## src/rtl/core/swhk_pkg.sv

```systemverilog
// ----------------------------------------------------------------------------
// swhk_pkg
// shared widths, codes, controller states and command/status bundles for the
// sliding window hot key detector
// ----------------------------------------------------------------------------
package swhk_pkg;

   // field widths
   localparam int TIME_W     = 32;
   localparam int KEY_W      = 16;
   localparam int COUNT_W    = 13;
   localparam int CSR_IDX_W  = 4;
   localparam int CSR_DATA_W = 32;

   localparam logic [COUNT_W-1:0] COUNT_MAX = {COUNT_W{1'b1}};

   // default sizes
   localparam int DEF_WINDOW_DEPTH = 4096;
   localparam int DEF_KEY_SPACE    = 65536;

   // register indexes
   typedef enum logic [CSR_IDX_W-1:0] {
      CSR_WINDOW_SPAN   = 4'd0,
      CSR_HOT_THRESHOLD = 4'd1
   } csr_index_type;

   // per key entry of the count memory
   typedef struct packed {
      logic               hot;
      logic [COUNT_W-1:0] count;
   } cnt_entry_type;

   typedef enum logic [3:0] {
      ST_CLEAR,
      ST_IDLE,
      ST_SLOT_MUL,
      ST_SLOT_FIX,
      ST_CNT_RD,
      ST_CNT_GET,
      ST_OV_DEC,
      ST_APPEND,
      ST_EV_RDQ,
      ST_EV_CHK,
      ST_EV_DEC,
      ST_FINISH
   } swhk_state_type;

   // controller to datapath
   typedef struct packed {
      logic req_ready;
      logic clr_wr;
      logic slot_mul;
      logic slot_fix;
      logic rd_cur;
      logic q_rd;
      logic load_cur;
      logic dec_cur;
      logic inc_cur;
      logic rd_old;
      logic wr_old;
      logic pop;
      logic push;
      logic finish;
   } swhk_cmd_type;

   // datapath to controller
   typedef struct packed {
      logic req_valid;
      logic clr_done;
      logic full;
      logic fill_gt1;
      logic same_slot;
      logic expire;
      logic out_free;
   } swhk_status_type;

   function automatic logic [COUNT_W-1:0] cnt_dec(input logic [COUNT_W-1:0] c);
      cnt_dec = (c == '0) ? c : c - COUNT_W'(1);
   endfunction

   function automatic logic [COUNT_W-1:0] cnt_inc(input logic [COUNT_W-1:0] c);
      cnt_inc = (c == COUNT_MAX) ? c : c + COUNT_W'(1);
   endfunction

endpackage

```

## src/rtl/core/swhk_ctrl.sv

```systemverilog
// ----------------------------------------------------------------------------
// swhk_ctrl
// sequencer: clear sweep, slot reduction, count update, eviction loop, result
// ----------------------------------------------------------------------------
module swhk_ctrl
   import swhk_pkg::*;
(
   input  logic            clock,
   input  logic            reset,
   input  swhk_status_type status,
   output swhk_cmd_type    cmd
);
   swhk_state_type state_ff;
   swhk_state_type state_in;

   always_ff @(posedge clock) begin
      if (reset) begin
         state_ff <= ST_CLEAR;
      end else begin
         state_ff <= state_in;
      end
   end

   always_comb begin
      cmd      = '0;
      state_in = state_ff;
      unique case (state_ff)
         ST_CLEAR: begin
            cmd.clr_wr = 1'b1;
            if (status.clr_done) begin
               state_in = ST_IDLE;
            end
         end
         ST_IDLE: begin
            cmd.req_ready = 1'b1;
            if (status.req_valid) begin
               state_in = ST_SLOT_MUL;
            end
         end
         ST_SLOT_MUL: begin
            cmd.slot_mul = 1'b1;
            state_in     = ST_SLOT_FIX;
         end
         ST_SLOT_FIX: begin
            cmd.slot_fix = 1'b1;
            state_in     = ST_CNT_RD;
         end
         ST_CNT_RD: begin
            cmd.rd_cur = 1'b1;
            cmd.q_rd   = 1'b1;
            state_in   = ST_CNT_GET;
         end
         ST_CNT_GET: begin
            cmd.load_cur = 1'b1;
            if (!status.full) begin
               state_in = ST_APPEND;
            end else if (status.same_slot) begin
               cmd.dec_cur = 1'b1;
               cmd.pop     = 1'b1;
               state_in    = ST_APPEND;
            end else begin
               cmd.rd_old = 1'b1;
               state_in   = ST_OV_DEC;
            end
         end
         ST_OV_DEC: begin
            cmd.wr_old = 1'b1;
            cmd.pop    = 1'b1;
            state_in   = ST_APPEND;
         end
         ST_APPEND: begin
            cmd.push    = 1'b1;
            cmd.inc_cur = 1'b1;
            state_in    = ST_EV_RDQ;
         end
         ST_EV_RDQ: begin
            if (status.fill_gt1) begin
               cmd.q_rd = 1'b1;
               state_in = ST_EV_CHK;
            end else begin
               state_in = ST_FINISH;
            end
         end
         ST_EV_CHK: begin
            if (!status.expire) begin
               state_in = ST_FINISH;
            end else if (status.same_slot) begin
               cmd.dec_cur = 1'b1;
               cmd.pop     = 1'b1;
               state_in    = ST_EV_RDQ;
            end else begin
               cmd.rd_old = 1'b1;
               state_in   = ST_EV_DEC;
            end
         end
         ST_EV_DEC: begin
            cmd.wr_old = 1'b1;
            cmd.pop    = 1'b1;
            state_in   = ST_EV_RDQ;
         end
         ST_FINISH: begin
            if (status.out_free) begin
               cmd.finish = 1'b1;
               state_in   = ST_IDLE;
            end
         end
         default: begin
            state_in = ST_CLEAR;
         end
      endcase
   end
endmodule

```

## config.mk

```make
export PLATFORM = sky130hd
export DESIGN_NAME = swhk_ctrl
export DESIGN_NICKNAME = d
export VERILOG_FILES = /design/src/rtl/core/swhk_pkg.sv /design/src/rtl/core/swhk_ctrl.sv
export SDC_FILE = /design/constraint.sdc
export NUM_CORES = 1
export LEC_CHECK = 0
export ABC_AREA = 1
export BUFFER_PORTS_ARGS = -buffer_cell sky130_fd_sc_hd__buf_2
export CORE_AREA = 2 2 39 41
export DETAILED_ROUTE_END_ITERATION = 10
export DIE_AREA = 0 0 41 43
export GPL_ROUTABILITY_DRIVEN = 0
export SETUP_SLACK_MARGIN = 0.4
export SYNTH_ARGS = -nofsm -noshare
export SYNTH_HDL_FRONTEND = slang
export SYNTH_SLANG_ARGS = --single-unit
```

## constraint.sdc

```tcl
create_clock -name clock -period 1.5 [get_ports clock]
set_clock_uncertainty 0.1 [all_clocks]
set_input_delay 0.225 -clock clock [delete_from_list [all_inputs] [get_ports clock]]
set_output_delay 0.225 -clock clock [all_outputs]
set_load 0.05 [all_outputs]
```

==> metrics.cfg <==
[min_path]
hp-start=reset
min_path_cells=2
min_path_type=primary input to flip-flop
worstHoldEndpoint=state_ff[0]

[placed_design]
io_buffers=22
dp.final_hpwl_um=1063

[floorplan]
start_util=0.3074
core_region_area_mm2=0.001384
dieArea_mm2=0.001763
die_x_um=41
die_y_um=43
rows=14
ios=23

[cts]
root_buffer=clkbuf_4
h-tree-depth=1
clkLatencyLatePin_ns=0.23
cts_made_buffers=3
clock_path_buffers=2
cts.sinks=4
cts_tree=built
clkTransAtPathRegs_ns=0.04

[sta]
final-setup-viol-count=13
rsz0062_at_grt=yes
tightestPinTransition_ns=0.3047
fmax_mhz=603.9
relSlewSlack=0.7955
fin_crit_sh=1.104
fin_ws_ns=-0.1558
final.min_clock_period_ns=1.656
hold_viol=0
finalSetupTns_ns=-1.257
slew_violations=0

[worst_setup_path]
critPathKind=flip-flop to primary output
cpMaxStageDelayCell=dfxtp_2
crit_family=buffers and inverters
cp.arrival_ns=1.33
rr_startpoint=state_ff[2]
cp_num_buf_inv=3
cp.required_ns=1.17
reg2reg_slack_ns=0.17
crit_top_cell=nand2_2
crit_chain=buf_12, nor2_4, nand2_2, clkinvlp_4, nand2_2, a21oi_4, buf_6
cp-start-kind=flip-flop
critPathMaxFanout=3
worstSetupEndpointType=primary output
reg2regPathDepth=10
cpPeakStageDelay_ns=0.34
crit-reg2reg-capture=state_ff[0]

[power]
peakVddDrop_mv=0.5999
cellLeakagePower_uw=0.0004637
power_density_mw_per_mm2=813.0

[global_route]
grt_util_all_layers=0.1857
antenna_found_initial=0
grt_pass1_vias=589
grt_max_degree=7
grt_pass1_wl_um=2249
grt.overflow.total=0

[cells_and_area]
top_regs=state_ff (4)
layout-drive-gt1-share=0.6529
n_antenna_cell=0
final_net_count=132
utilization=0.6908
n_fill_cell=123
regMostFlops=state_ff
area_growth_pct=124.7
largest_reg_flops=4

[yosys]
ys_types=16
avgSynthCellArea_um2=5.318
synth_area_um2=425.4
syn_inst=80
yosysSeqAreaShare=0.1882
synth_seq_cells=4
syn-num-nets=89
ys_warn_count=0

[outcome]
failed_checks=setup timing
outcome=finished with violations

[drt]
wl_per_cell_um=10.48
drc=0
ant_nets=0
routed_wl_um=1436
num_vias=612
drtIter0Drc=5
via_per_inst=4.467
dr.pass1.iters=4

[flow_run]
max_cap_viol_count=0

## metrics by stage
| step | instances | worst slack, ns | total power, uW | cell area (um^2) | hold slack (ns) |
|---|---|---|---|---|---|
| after global routing | 137 | -0.2601 | 825.8 | 955.9 | 0.08954 |
| final | 137 | -0.1558 | 777.1 | 955.9 | 0.09648 |
| after global placement | 128 | -0.04163 | 556.7 | 768.2 | 0.3301 |
| after detailed placement | 128 | -0.05474 | 560.3 | 768.2 | 0.3316 |
| after floorplan | 80 | -0.1058 | 421.5 | 554.3 | 0.1801 |
| after CTS | 133 | -0.1633 | 736.8 | 893.4 | 0.08494 |
## cell type report
type                            instances  area (um^2)  area share
Timing Repair Buffer                   39        335.3      0.3508
Sequential cell                         4        92.59     0.09686
Inverter                               19        81.33     0.08508
Tap cell                               16        20.02     0.02094
Clock buffer                            3        22.52     0.02356
Multi-Input combinational cell         56        404.1      0.4228
## cells in the mapped netlist
master,n,area (um^2)
a21oi_1,5,25.02
a21oi_2,1,8.760
buf_4,1,7.510
dfxtp_1,4,80.08
inv_1,17,63.81
inv_2,2,7.510
nand2_1,20,75.07
nand2_2,1,6.260
nand3_1,8,40.04
nand3_2,1,10.01
nand3b_1,1,7.510
nor2_1,13,48.80
nor2_2,1,6.260
nor2_4,2,22.52
o21ai_0,2,10.01
o22ai_1,1,6.260
## logic make-up (layout without fill, tap and decap cells)
group / after synthesis / in the layout / synth area share
simple gates: 47 / 47 / 0.5089
buf+inv: 20 / 61 / 0.1853
flops: 4 / 4 / 0.1882
compound gates: 9 / 9 / 0.1177
## worst register-to-register path, delay by kind of cell, from the launching register on
family                 cells  cell delay, ns
buffers and inverters      4            0.31
AND/OR/NAND/NOR            5            0.39
flip-flops                 1            0.37
AO/OA/AOI/OAI              1            0.10
## placed cells by master (no fill, tap or decap), types with 3 or more instances in the layout
master	Yosys	layout
nor2_1	13	3
nand2_1	20	15
clkbuf_4	0	3
buf_6	0	12
nand2_2	1	5
nand3_1	8	5
buf_4	1	16
inv_2	2	4
nor2_4	2	10
buf_2	0	9
dfxtp_4	0	3
inv_1	17	12
nor2_2	1	3
a21oi_1	5	4
## metal layers
| metal | up-vias | wire length, um | global-route usage |
|---|---|---|---|
| li1 | 326 | - | - |
| met1 | 268 | 544 | 0.1994 |
| met2 | 18 | 823 | 0.3313 |
| met3 | 0 | 68 | 0.04712 |
| met4 | 0 | 0 | 0.05333 |
| met5 | - | 0 | 0 |
## worst max path at each step
stage | slack (ns) | cells after the start | end | start
global route | -0.26 | 7 | cmd[4] | state_ff[2]
detailed placement | -0.05 | 7 | cmd[2] | state_ff[2]
floorplan | -0.11 | 6 | cmd[4] | state_ff[2]
finish | -0.16 | 7 | cmd[4] | state_ff[1]
CTS | -0.16 | 7 | cmd[4] | state_ff[2]
global placement | -0.04 | 7 | cmd[4] | state_ff[2]
## where the power goes
group	switching [uW]	internal, uW	leakage [uW]
logic	287	214	0.000415
clock network	41.0	89.3	0.0000138
registers	24.1	122	0.0000353
## what timing repair did
action / 4_1_cts / 5_1_grt
endpoints found under the setup margin: 18 / 18
setup buffers: 2 / 4
resized for setup: 29 / 10
hold buffers: 0 / 0
gates cloned: 0 / 0
pin swaps: 5 / 2
(Power assumes the default switching activity.)
